### config.mk
export PLATFORM = sky130hd
export DESIGN_NAME = numeric_string_validator_core_flat
export DESIGN_NICKNAME = d
export VERILOG_FILES = /design/src/design/nsv_pkg.sv /design/src/design/nsv_in_if.sv /design/src/design/nsv_out_if.sv /design/src/design/nsv_char_class.sv /design/src/design/nsv_in_stage.sv /design/src/design/nsv_phase_fsm.sv /design/src/design/numeric_string_validator_core.sv /design/src/flat_wrapper.sv
export VERILOG_INCLUDE_DIRS = /design/src /design/src/design
export SDC_FILE = /design/constraint.sdc
export NUM_CORES = 1
export LEC_CHECK = 0
export ABC_AREA = 1
export BUFFER_PORTS_ARGS = -buffer_cell sky130_fd_sc_hd__buf_2
export CORE_MARGIN = 8
export CORE_UTILIZATION = 40
export DETAILED_ROUTE_END_ITERATION = 8
export SYNTH_ARGS = -nofsm -noshare
export SYNTH_HDL_FRONTEND = slang
export SYNTH_SLANG_ARGS = --single-unit
### constraint.sdc
create_clock -name clk -period 1.3 [get_ports clk]
set_clock_uncertainty 0.1 [all_clocks]
set_input_delay 0.13 -clock clk [delete_from_list [all_inputs] [get_ports clk]]
set_output_delay 0.13 -clock clk [all_outputs]
set_load 0.02 [all_outputs]
### src/design/numeric_string_validator_core_defines.svh
// ----------------------------------------------------------------------------
// numeric string validator assertion macros
// shared concurrent assertion forms, clocked on clk, disabled in reset
// ----------------------------------------------------------------------------
`ifndef NUMERIC_STRING_VALIDATOR_CORE_DEFINES_SVH
`define NUMERIC_STRING_VALIDATOR_CORE_DEFINES_SVH

// same-cycle implication
`define NSV_ASSERT_NOW(lbl, ante, cons) \
    lbl: assert property (@(posedge clk) disable iff (!rst_n) (ante) |-> (cons)) \
        else $error("nsv assertion failed");

// next-cycle implication
`define NSV_ASSERT_NEXT(lbl, ante, cons) \
    lbl: assert property (@(posedge clk) disable iff (!rst_n) (ante) |=> (cons)) \
        else $error("nsv assertion failed");

`endif

### src/design/nsv_pkg.sv
// ----------------------------------------------------------------------------
// nsv_pkg
// shared types and character constants of the numeric string validator
// ----------------------------------------------------------------------------
`default_nettype none

package nsv_pkg;

    localparam int CHAR_W = 8;

    // ascii codes that steer the grammar
    localparam logic [CHAR_W-1:0] CH_PLUS   = 8'h2B;
    localparam logic [CHAR_W-1:0] CH_MINUS  = 8'h2D;
    localparam logic [CHAR_W-1:0] CH_POINT  = 8'h2E;
    localparam logic [CHAR_W-1:0] CH_ZERO   = 8'h30;
    localparam logic [CHAR_W-1:0] CH_NINE   = 8'h39;
    localparam logic [CHAR_W-1:0] CH_EXP_UC = 8'h45;
    localparam logic [CHAR_W-1:0] CH_EXP_LC = 8'h65;

    // one input transaction
    typedef struct packed {
        logic [CHAR_W-1:0] ch;
        logic              no_char;
        logic              last;
    } item_t;

    // character classes
    typedef struct packed {
        logic dig;
        logic sgn;
        logic pt;
        logic ex;
    } char_class_t;

endpackage

`default_nettype wire

### src/design/nsv_in_if.sv
// ----------------------------------------------------------------------------
// nsv_in_if
// character channel: valid/ready with at most one character per transaction
// ----------------------------------------------------------------------------
`default_nettype none

interface nsv_in_if;

    logic                      valid;
    logic                      ready;
    logic [nsv_pkg::CHAR_W-1:0] ch;
    logic                      no_char;
    logic                      last;

    modport source (output valid, output ch, output no_char, output last, input ready);
    modport sink   (input valid, input ch, input no_char, input last, output ready);

endinterface

`default_nettype wire

### src/design/nsv_out_if.sv
// ----------------------------------------------------------------------------
// nsv_out_if
// verdict channel: valid/ready with one verdict per transaction
// ----------------------------------------------------------------------------
`default_nettype none

interface nsv_out_if;

    logic valid;
    logic ready;
    logic is_num;

    modport source (output valid, output is_num, input ready);
    modport sink   (input valid, input is_num, output ready);

endinterface

`default_nettype wire

### src/design/nsv_char_class.sv
// ----------------------------------------------------------------------------
// nsv_char_class
// decodes one ascii byte into digit, sign, point and exponent-mark flags
// ----------------------------------------------------------------------------
`default_nettype none

module nsv_char_class
(
    input  wire logic [nsv_pkg::CHAR_W-1:0] ch,
    output nsv_pkg::char_class_t            cls
);
    import nsv_pkg::*;

    // byte compares, anything above 127 matches nothing
    always_comb
    begin
        cls.dig = (ch >= CH_ZERO) && (ch <= CH_NINE);
        cls.sgn = (ch == CH_PLUS) || (ch == CH_MINUS);
        cls.pt  = (ch == CH_POINT);
        cls.ex  = (ch == CH_EXP_UC) || (ch == CH_EXP_LC);
    end

endmodule

`default_nettype wire

### src/design/nsv_in_stage.sv
// ----------------------------------------------------------------------------
// nsv_in_stage
// input register: captures one character transaction per cycle while its slot is free
// ----------------------------------------------------------------------------
`default_nettype none

module nsv_in_stage
(
    input  wire logic     clk,
    input  wire logic     rst_n,
    nsv_in_if.sink        chars,
    input  wire logic     adv,
    output logic          item_valid,
    output nsv_pkg::item_t item
);
    import nsv_pkg::*;

    logic  valid_reg;
    logic  valid_next;
    item_t item_reg;

    // slot is free when empty or draining this cycle
    assign chars.ready = !valid_reg || adv;

    always_comb
    begin
        valid_next = valid_reg;
        if (chars.ready)
        begin
            valid_next = chars.valid;
        end
    end

    // control
    always_ff @(posedge clk or negedge rst_n)
    begin
        if (!rst_n)
        begin
            valid_reg <= 1'b0;
        end
        else
        begin
            valid_reg <= valid_next;
        end
    end

    // payload
    always_ff @(posedge clk)
    begin
        if (chars.valid && chars.ready)
        begin
            item_reg.ch      <= chars.ch;
            item_reg.no_char <= chars.no_char;
            item_reg.last    <= chars.last;
        end
    end

    assign item_valid = valid_reg;
    assign item       = item_reg;

endmodule

`default_nettype wire

### src/design/nsv_phase_fsm.sv
// ----------------------------------------------------------------------------
// nsv_phase_fsm
// grammar phase register and verdict register with output handshake
// ----------------------------------------------------------------------------
`default_nettype none

`include "numeric_string_validator_core_defines.svh"

module nsv_phase_fsm
(
    input  wire logic           clk,
    input  wire logic           rst_n,
    input  wire logic           item_valid,
    input  nsv_pkg::item_t      item,
    input  nsv_pkg::char_class_t cls,
    output logic                adv,
    nsv_out_if.source           verdict
);
    import nsv_pkg::*;

    typedef enum logic [2:0] {
        PH_START,
        PH_SIGN,
        PH_INT,
        PH_FRAC,
        PH_EXP,
        PH_EXPD,
        PH_REJECT
    } phase_t;

    phase_t phase_reg;
    phase_t phase_next;
    phase_t phase_step;
    logic   res_valid_reg;
    logic   res_valid_next;
    logic   is_num_reg;
    logic   is_num_next;
    logic   accepts;

    // item moves on when the verdict slot is free or being taken
    assign adv = item_valid && (!res_valid_reg || verdict.ready);

    // grammar transition for one character
    always_comb
    begin
        case (phase_reg)
            PH_START:
            begin
                if (cls.sgn)
                    phase_step = PH_SIGN;
                else if (cls.dig)
                    phase_step = PH_INT;
                else if (cls.pt)
                    phase_step = PH_FRAC;
                else
                    phase_step = PH_REJECT;
            end
            PH_SIGN, PH_INT:
            begin
                if (cls.dig)
                    phase_step = PH_INT;
                else if (cls.pt)
                    phase_step = PH_FRAC;
                else
                    phase_step = PH_REJECT;
            end
            PH_FRAC:
            begin
                if (cls.dig)
                    phase_step = PH_FRAC;
                else if (cls.ex)
                    phase_step = PH_EXP;
                else
                    phase_step = PH_REJECT;
            end
            PH_EXP:
            begin
                if (cls.sgn || cls.dig)
                    phase_step = PH_EXPD;
                else
                    phase_step = PH_REJECT;
            end
            PH_EXPD:
            begin
                if (cls.dig)
                    phase_step = PH_EXPD;
                else
                    phase_step = PH_REJECT;
            end
            default:
            begin
                phase_step = PH_REJECT;
            end
        endcase
    end

    // phase after this transaction and verdict on string end
    always_comb
    begin
        phase_next     = phase_reg;
        res_valid_next = res_valid_reg && !verdict.ready;
        is_num_next    = is_num_reg;
        if (item.no_char)
            accepts = (phase_reg == PH_INT) || (phase_reg == PH_FRAC)
                   || (phase_reg == PH_EXP) || (phase_reg == PH_EXPD);
        else
            accepts = (phase_step == PH_INT) || (phase_step == PH_FRAC)
                   || (phase_step == PH_EXP) || (phase_step == PH_EXPD);
        if (adv)
        begin
            if (item.last)
            begin
                phase_next     = PH_START;
                res_valid_next = 1'b1;
                is_num_next    = accepts;
            end
            else if (!item.no_char)
            begin
                phase_next = phase_step;
            end
        end
    end

    // state and registered outputs
    always_ff @(posedge clk or negedge rst_n)
    begin
        if (!rst_n)
        begin
            phase_reg     <= PH_START;
            res_valid_reg <= 1'b0;
            is_num_reg    <= 1'b0;
        end
        else
        begin
            phase_reg     <= phase_next;
            res_valid_reg <= res_valid_next;
            is_num_reg    <= is_num_next;
        end
    end

    assign verdict.valid  = res_valid_reg;
    assign verdict.is_num = is_num_reg;

    // checks
    `NSV_ASSERT_NEXT(a_end_restarts, adv && item.last, res_valid_reg && phase_reg == PH_START)
    `NSV_ASSERT_NEXT(a_empty_holds, adv && !item.last && item.no_char,
        phase_reg == $past(phase_reg))
    `NSV_ASSERT_NOW(a_no_overwrite, res_valid_reg && !verdict.ready, !adv)
    `NSV_ASSERT_NEXT(a_reject_sticks, adv && !item.last && phase_reg == PH_REJECT,
        phase_reg == PH_REJECT)

endmodule

`default_nettype wire

### src/design/numeric_string_validator_core.sv
// a verdict is registered in the verdict register once the transaction carrying last leaves the input register
// throughput: one character per cycle unless a stalled verdict register holds the flow
// a stalled verdict register holds the input register, which then stalls the source
// reset: rst_n asynchronous active low, clears valids and returns phase to start
// ----------------------------------------------------------------------------
// numeric_string_validator_core
// streams characters and reports whether each string is a decimal number
// ----------------------------------------------------------------------------
`default_nettype none

module numeric_string_validator_core
(
    input  wire logic  clk,
    input  wire logic  rst_n,
    nsv_in_if.sink     chars,
    nsv_out_if.source  verdict
);
    import nsv_pkg::*;

    logic        adv;
    logic        item_valid;
    item_t       item;
    char_class_t cls;

    // input register
    nsv_in_stage u_in_stage
    (
        .clk        (clk),
        .rst_n      (rst_n),
        .chars      (chars),
        .adv        (adv),
        .item_valid (item_valid),
        .item       (item)
    );

    // character decode
    nsv_char_class u_char_class
    (
        .ch  (item.ch),
        .cls (cls)
    );

    // phase and verdict
    nsv_phase_fsm u_phase_fsm
    (
        .clk        (clk),
        .rst_n      (rst_n),
        .item_valid (item_valid),
        .item       (item),
        .cls        (cls),
        .adv        (adv),
        .verdict    (verdict)
    );

endmodule

`default_nettype wire

### src/flat_wrapper.sv
// flat-port wrapper written by rule: the top's interface ports become plain ports
module numeric_string_validator_core_flat import nsv_pkg::*;
  (clk, rst_n, chars_valid, chars_ch, chars_no_char, chars_last, chars_ready, verdict_valid, verdict_is_num, verdict_ready);
  nsv_in_if chars_i ();
  nsv_out_if verdict_i ();
  input  wire logic clk;
  input  wire logic rst_n;
  input wire logic [$bits(chars_i.valid)-1:0] chars_valid;
  input wire logic [$bits(chars_i.ch)-1:0] chars_ch;
  input wire logic [$bits(chars_i.no_char)-1:0] chars_no_char;
  input wire logic [$bits(chars_i.last)-1:0] chars_last;
  output wire logic [$bits(chars_i.ready)-1:0] chars_ready;
  output wire logic [$bits(verdict_i.valid)-1:0] verdict_valid;
  output wire logic [$bits(verdict_i.is_num)-1:0] verdict_is_num;
  input wire logic [$bits(verdict_i.ready)-1:0] verdict_ready;
  assign chars_i.valid = chars_valid;
  assign chars_i.ch = chars_ch;
  assign chars_i.no_char = chars_no_char;
  assign chars_i.last = chars_last;
  assign chars_ready = chars_i.ready;
  assign verdict_valid = verdict_i.valid;
  assign verdict_is_num = verdict_i.is_num;
  assign verdict_i.ready = verdict_ready;
  numeric_string_validator_core u_core (.clk(clk), .rst_n(rst_n), .chars(chars_i), .verdict(verdict_i));
endmodule
==> flow_summary.yaml, run 1 <==
route:
  routed_via_density: 4.76
  dr_total_vias: 824
  routed_wl_um: 2140
  wl_per_cell_um: 12.4
  drtAntennaViolNets: 0
  drc: 0
  drtIter0Drc: 20
  dr.pass1.iters: 6
global_route:
  grt-ovfl-total: 0
  grtUsageTotal_pct: 12.3
  grt_pass1_vias: 858
  grt_pass1_wl_um: 3440
  antenna_found_initial: 0
  top_usage_layer: "met2"
  gr-usage-met2_pct: 21.9
  gr-usage-met1_pct: 13.7
  met3_usage_pct: 2.88
  grt_max_degree: 11
worst_setup_path:
  worstSetupStartpointType: "flop"
  timing.rr.end: "u_core.u_phase_fsm.phase_reg[0]"
  cp-end-kind: "flop"
  rr_worst_depth: 8
  crit_fanout: 4
  rrSetupSlack_ps: -300
  worstPathRequired_ps: 1380
  rr_startpoint: "u_core.u_in_stage.item[3]"
  cp_data_arrival_time_ps: 1690
  worstSetupPathType: "reg -> reg"
sta:
  setup_violations: 4
  timing.slew.headroom_pct: 75.0
  worst-slew-pin-transition_ps: 371
  holdWs_ps: -1.47
  rsz0062_at_grt: "yes"
  finalCriticalPeriod_ps: 1600
  post-route-period-util_pct: 123
  fin_ws_ps: -303
  hold_violations: 1
  fmax_mhz: 624
  slew_viol_final: 0
floorplanning:
  die_height_um: 61.8
  io_pins: 17
  num_rows: 16
  dieArea_um2: 3820
  die_x_um: 61.8
  core_area_um2: 1960
  start_util_pct: 42.7
layout:
  design_area_um2: 1290
  multi_input_area_um2: 414
  final_cells: 173
  syn_to_final_growth_pct: 54.3
  largest_register_ffs: 10
  regArea_um2: 450
  drive_above_1_share_pct: 42.5
  fill_cells: 183
  n_antenna_cell: 0
  nets: 161
placed_design:
  place_inst: 153
  portBuffers: 16
  pre_cts_slack_ps: -294
  gp_congestion: 0.815
  dpl.hpwl_um: 1410
  dpl_cell_area_um2: 1020
pwr:
  power_density_nw_per_um2: 1080
  swShare_pct: 33.3
  p_sw_w: 0.000464
  clkPwrFrac_pct: 20.0
  worst_ir_drop_vdd_v: 0.000746
  seqPwrFrac_pct: 46.5
  p_int_w: 0.000930
  power_w: 0.00139
  p_comb_share_pct: 33.5
  p_leak_nw: 0.606
hold_path:
  hp-start: "verdict_ready"
  holdPathStages: 4
  worstHoldEndpoint: "u_core.u_in_stage.item_valid"
  min_path_type: "in -> reg"
synth:
  synth.avg_cell_area_um2: 8.30
  ys_ff_latch: 16
  synth_fp_nets: 115
  synth_area_um2: 838
  ys.warnings.count: 0
  yosysSeqAreaShare_pct: 53.7
  yosysUniqueCellTypes: 20
  synthCells: 101
clocking:
  clock_latency_ps: 290
  root_buffer: "clkbuf_4"
  cts.path.max_buffers: 2
  cts_tree: "yes"
  cts_made_buffers: 3
  ctsHtreeMaxLevel: 1
  clk_pin_slew_ps: 110
  cts_sinks: 16
run_status:
  violations: "negative hold slack, negative setup slack"
  status: "finished with violations"
job:
  cap_violations: 0
worst max path at each step:
stage	slack [ps]	end	from	cells after the start
2_1_floorplan	-110	u_core.u_phase_fsm.verdict.is_num	u_core.u_in_stage.item[3]	8
3_3_place_gp	-330	u_core.u_phase_fsm.verdict.is_num	u_core.u_in_stage.item[3]	8
3_5_place_dp	-290	u_core.u_phase_fsm.verdict.is_num	u_core.u_in_stage.item[3]	8
4_1_cts	-230	u_core.u_phase_fsm.verdict.is_num	u_core.u_in_stage.item[4]	10
5_1_grt	-430	u_core.u_phase_fsm.verdict.is_num	u_core.u_in_stage.item[4]	8
6_report	-300	u_core.u_phase_fsm.phase_reg[0]	u_core.u_in_stage.item[3]	8
power by group through the flow:
stage / Clock, W / Combinational (W) / Sequential [W]
final: 0.000279 / 0.000466 / 0.000648
after CTS: 0.000279 / 0.000419 / 0.000648
after global routing: 0.000291 / 0.000524 / 0.000656
after global placement: 0 / 0.000352 / 0.000653
after detailed placement: 0 / 0.000349 / 0.000654
after floorplan: 0 / 0.000190 / 0.000672
timing repair:
action                                  4_1_cts  5_1_grt
pin swaps                                     8        9
hold buffers                                 12        0
endpoints found under the setup margin        4        4
endpoints found under the hold margin        17        0
setup buffers                                 1        3
resized for setup                            15       14
metal layers:
metal | up-vias | share of wire, %
met2 | 18 | 50
li1 | 418 | -
met1 | 382 | 44
met4 | 0 | 2.1
met3 | 6 | 3.2
met5 | - | 0
cell families after synthesis:
logic type,count (synthesis),share of synthesized area [%]
buffers and inverters,18,8.06
DFF,16,53.7
AOI/OAI and AO/OA,15,9.85
and+or+nand+nor,52,28.4
critical path, stage by stage, from the launching register on:
cell	delay (ps)
edfxtp_1	440
buf_4	170
nor2_2	100
nor2_1	50
nand3_1	120
buf_4	130
a21oi_2	50
nor4_2	260
o21ai_1	100
metrics by stage:
step / hold slack (ps) / TNS [ps] / util, %
after floorplan: -266 / -131 / -
after global placement: -131 / -824 / 52.2
after detailed placement: -130 / -864 / 52.2
after CTS: 6.10 / -660 / 62.2
after global routing: 46.3 / -1490 / 65.9
final: -1.47 / -904 / 65.9
placed cells by master (no fill, tap or decap):
master         instances
nand2_1               21
buf_2                 16
inv_1                 14
dlygate4sd3_1         12
buf_4                 12
edfxtp_1              10
dfrtp_1                6
nand3_2                5
nor2_2                 5
nand2_2                5
inv_2                  4
a21oi_2                4
nor2_1                 4
a21oi_1                4
nand3_1                3
clkbuf_4               3
nand3b_1               2
nand4_1                2
o21ai_2                2
nor2_4                 2
o21bai_1               1
nor3_4                 1
a21boi_2               1
o21ai_0                1
nor3_1                 1
a21boi_1               1
nor4_2                 1
o21ai_1                1
clkinv_1               1
buf_6                  1
layout make-up:
class / instances / share of cell area, %
clock buffers: 3 / 1.74
clock inverters: 1 / 0.290
inverters: 18 / 5.22
multi-input cells: 67 / 32.0
flip-flops and latches: 16 / 34.8
well taps: 27 / 2.61
repair buffers: 41 / 23.3
synthesized netlist by cell type (all sizes together):
cell type | instances | area, um2
dfrtp | 6 | 150
nand3b | 2 | 15.0
edfxtp | 10 | 300
nor4 | 1 | 6.26
o21ai | 4 | 20.0
nor2 | 11 | 51.3
inv | 18 | 67.6
a21oi | 8 | 40.0
nor3 | 2 | 15.0
nand2 | 26 | 97.6
nand4 | 2 | 12.5
nand3 | 8 | 40.0
a21boi | 2 | 15.0
o21bai | 1 | 7.51
No activity file was read; power rests on OpenSTA's default activity.
==> run 2, diff against run 1 <==
--- a/config.mk
+++ b/config.mk
@@ -11,6 +11,8 @@
 export CORE_MARGIN = 8
 export CORE_UTILIZATION = 40
 export DETAILED_ROUTE_END_ITERATION = 8
+export GPL_ROUTABILITY_DRIVEN = 1
+export RECOVER_POWER = 100
 export SYNTH_ARGS = -nofsm -noshare
 export SYNTH_HDL_FRONTEND = slang
 export SYNTH_SLANG_ARGS = --single-unit
==> constraint.sdc (replaced) <==
create_clock -name clk -period 1.3 [get_ports clk]
set_clock_uncertainty 0.1 [all_clocks]
set_input_delay 0.13 -clock clk [delete_from_list [all_inputs] [get_ports clk]]
set_output_delay 0.13 -clock clk [all_outputs]
set_load 0.05 [all_outputs]
==> run 2 against run 1 <==
  * Wire length fell by 12%
  * The run ends with negative setup slack left
  * Flip-flop and latch count did not move
  * Design area fell by 4.1%
  * Critical endpoint is now u_core.u_phase_fsm.verdict.is_num
==> flow_summary.yaml, run 2 (synthesized netlist as in run 1, its figures left out) <==
sta:
  fmax_mhz: 661
  worst-slew-pin-transition_ps: 365
  setup_violations: 5
  hold_violations: 0
  finalCriticalPeriod_ps: 1510
  post-route-period-util_pct: 116
  rsz0062_at_grt: "yes"
  fin_ws_ps: -213
  slew_viol_final: 0
  timing.slew.headroom_pct: 75.4
route:
  dr_total_vias: 790
  drtIter0Drc: 4
  wl_met1_um: 812
  wl_met2_um: 972
  drc: 0
  routed.top_layer: "met4"
  drtAntennaViolNets: 0
  routed_via_density: 4.70
  dr.pass1.iters: 4
  routed_wl_um: 1880
  wl_per_cell_um: 11.2
  wl_met3_um: 71
floorplanning:
  io_pins: 17
  dieArea_um2: 3820
  die_height_um: 61.8
  die_x_um: 61.8
  num_rows: 16
  core_area_um2: 1960
  start_util_pct: 42.7
layout:
  most-common-layout-cells: "21 x nand2_1, 14 x inv_1, 12 x dlygate4sd3_1, 12 x buf_2, 10 x edfxtp_1"
  final_cells: 168
  mostFrequentLayoutCell: "nand2_1"
  regArea_um2: 453
  nets: 156
  largest_register_ffs: 10
  design_area_um2: 1240
  drive_above_1_share_pct: 37.6
  n_antenna_cell: 0
  fill_cells: 186
  multi_input_area_um2: 399
  syn_to_final_growth_pct: 48.1
pwr:
  p_int_w: 0.000887
  clkPwrFrac_pct: 18.9
  p_leak_nw: 0.571
  p_comb_share_pct: 32.1
  p_sw_w: 0.000459
  swShare_pct: 34.1
  power_density_nw_per_um2: 1080
  worst_ir_drop_vdd_v: 0.000803
  seqPwrFrac_pct: 48.9
worst_setup_path:
  crit_fanout: 4
  worstSetupPathType: "reg -> reg"
  cpMostUsedCell: "nand3_1"
  cpPeakStageDelay_ps: 430
  worstSetupStartpointType: "flop"
  cp_num_buf_inv: 0
  slowest_stage: "edfxtp_1"
  worstPathRequired_ps: 1370
  path_cells: "o21ai_2 > nand2_2 > a21boi_2 > nand3_1 > nor2_2 > nand2_1 > nand3_1 > a21oi_1"
  cp_data_arrival_time_ps: 1580
  crit_family: "simple AND/OR/NAND/NOR gates"
  cp-end-kind: "flop"
placed_design:
  gp_congestion: 0.791
  place_inst: 151
  pre_cts_slack_ps: -280
  dpl.hpwl_um: 1370
  portBuffers: 16
  dpl_cell_area_um2: 1030
global_route:
  grt_max_degree: 11
  grtUsageTotal_pct: 10.7
  grt-ovfl-total: 0
  grt_pass1_wl_um: 3060
  antenna_found_initial: 0
  grt_pass1_vias: 790
clocking:
  ctsHtreeMaxLevel: 1
  cts.path.max_buffers: 2
  cts_made_buffers: 3
  clk_pin_slew_ps: 90
  cts_sinks: 16
  root_buffer: "clkbuf_4"
  clock_latency_ps: 280
  cts_tree: "yes"
job:
  cap_violations: 0
hold_path:
  min_path_type: "in -> reg"
run_status:
  status: "finished with violations"
  violations: "negative setup slack"
run 2: cell count changes in the layout (fill, tap and decap cells not counted), sizes merged:
cell / change
clkbuf: +3
buf: -8
run 2: path summary, 6_finish.rpt:
| kind | slack (ps) | to | depth (start not counted) | start |
|---|---|---|---|---|
| max in group asynchronous | 700 | u_core.u_phase_fsm.phase_reg[1] | 2 | rst_n |
| worst max register to register | -210 | u_core.u_phase_fsm.verdict.is_num | 8 | u_core.u_in_stage.item[3] |
| worst min-delay path | 10 | u_core.u_phase_fsm.verdict.valid | 4 | verdict_ready |
| min in group asynchronous | 140 | u_core.u_phase_fsm.phase_reg[0] | 2 | rst_n |
| worst min register to register | 440 | u_core.u_phase_fsm.verdict.valid | 2 | u_core.u_phase_fsm.verdict.valid |
| worst max-delay path | -210 | u_core.u_phase_fsm.verdict.is_num | 8 | u_core.u_in_stage.item[3] |
run 2: what timing repair did:
| action | in CTS | in global routing |
|---|---|---|
| gates resized for setup | 10 | 15 |
| hold buffers | 12 | 0 |
| pin swaps | 5 | 3 |
| setup buffers | 0 | 1 |
| endpoints found under the hold margin | 17 | 0 |
| cloned | 0 | 0 |
| endpoints found under the setup margin | 5 | 4 |
run 2: layout make-up:
cell class              count  area share, %
multi-input cells          67           32.2
inverters                  18           5.44
flip-flops and latches     16           36.5
well taps                  27           2.72
clock buffers               3           1.81
clock inverters             1          0.302
repair buffers             36           21.1
run 2: power by group through the flow:
stage          Sequential (W)  Clock (W)  Combinational, W
2_1_floorplan        0.000711          0          0.000200
3_3_place_gp         0.000662          0          0.000357
3_5_place_dp         0.000664          0          0.000363
4_1_cts              0.000655   0.000267          0.000404
5_1_grt              0.000666   0.000273          0.000480
6_report             0.000659   0.000255          0.000433
run 2: per-layer routing:
layer | up-vias | global-route usage (%)
met5 | - | 0
met4 | 0 | 3.90
met3 | 4 | 3.50
met2 | 11 | 19.4
met1 | 362 | 11.3
li1 | 413 | -
run 2: stage by stage:
| step | hold WS (ps) | total power [W] | util [%] | TNS (ps) |
|---|---|---|---|---|
| 2_1_floorplan | -266 | 0.000911 | - | -322 |
| 3_3_place_gp | -140 | 0.00102 | 52.4 | -843 |
| 6_report | 11.6 | 0.00135 | 63.3 | -725 |
| 5_1_grt | 58.9 | 0.00142 | 63.3 | -1200 |
| 3_5_place_dp | -140 | 0.00103 | 52.4 | -869 |
| 4_1_cts | 43.3 | 0.00133 | 61.5 | -726 |
run 2: worst register-to-register path, stage by stage, from the launching register on:
cell and delay, ps:
edfxtp_1 430, o21ai_2 200, nand2_2 120, a21boi_2 170, nand3_1 110, nor2_2 100, nand2_1 50, nand3_1 60
a21oi_1 60
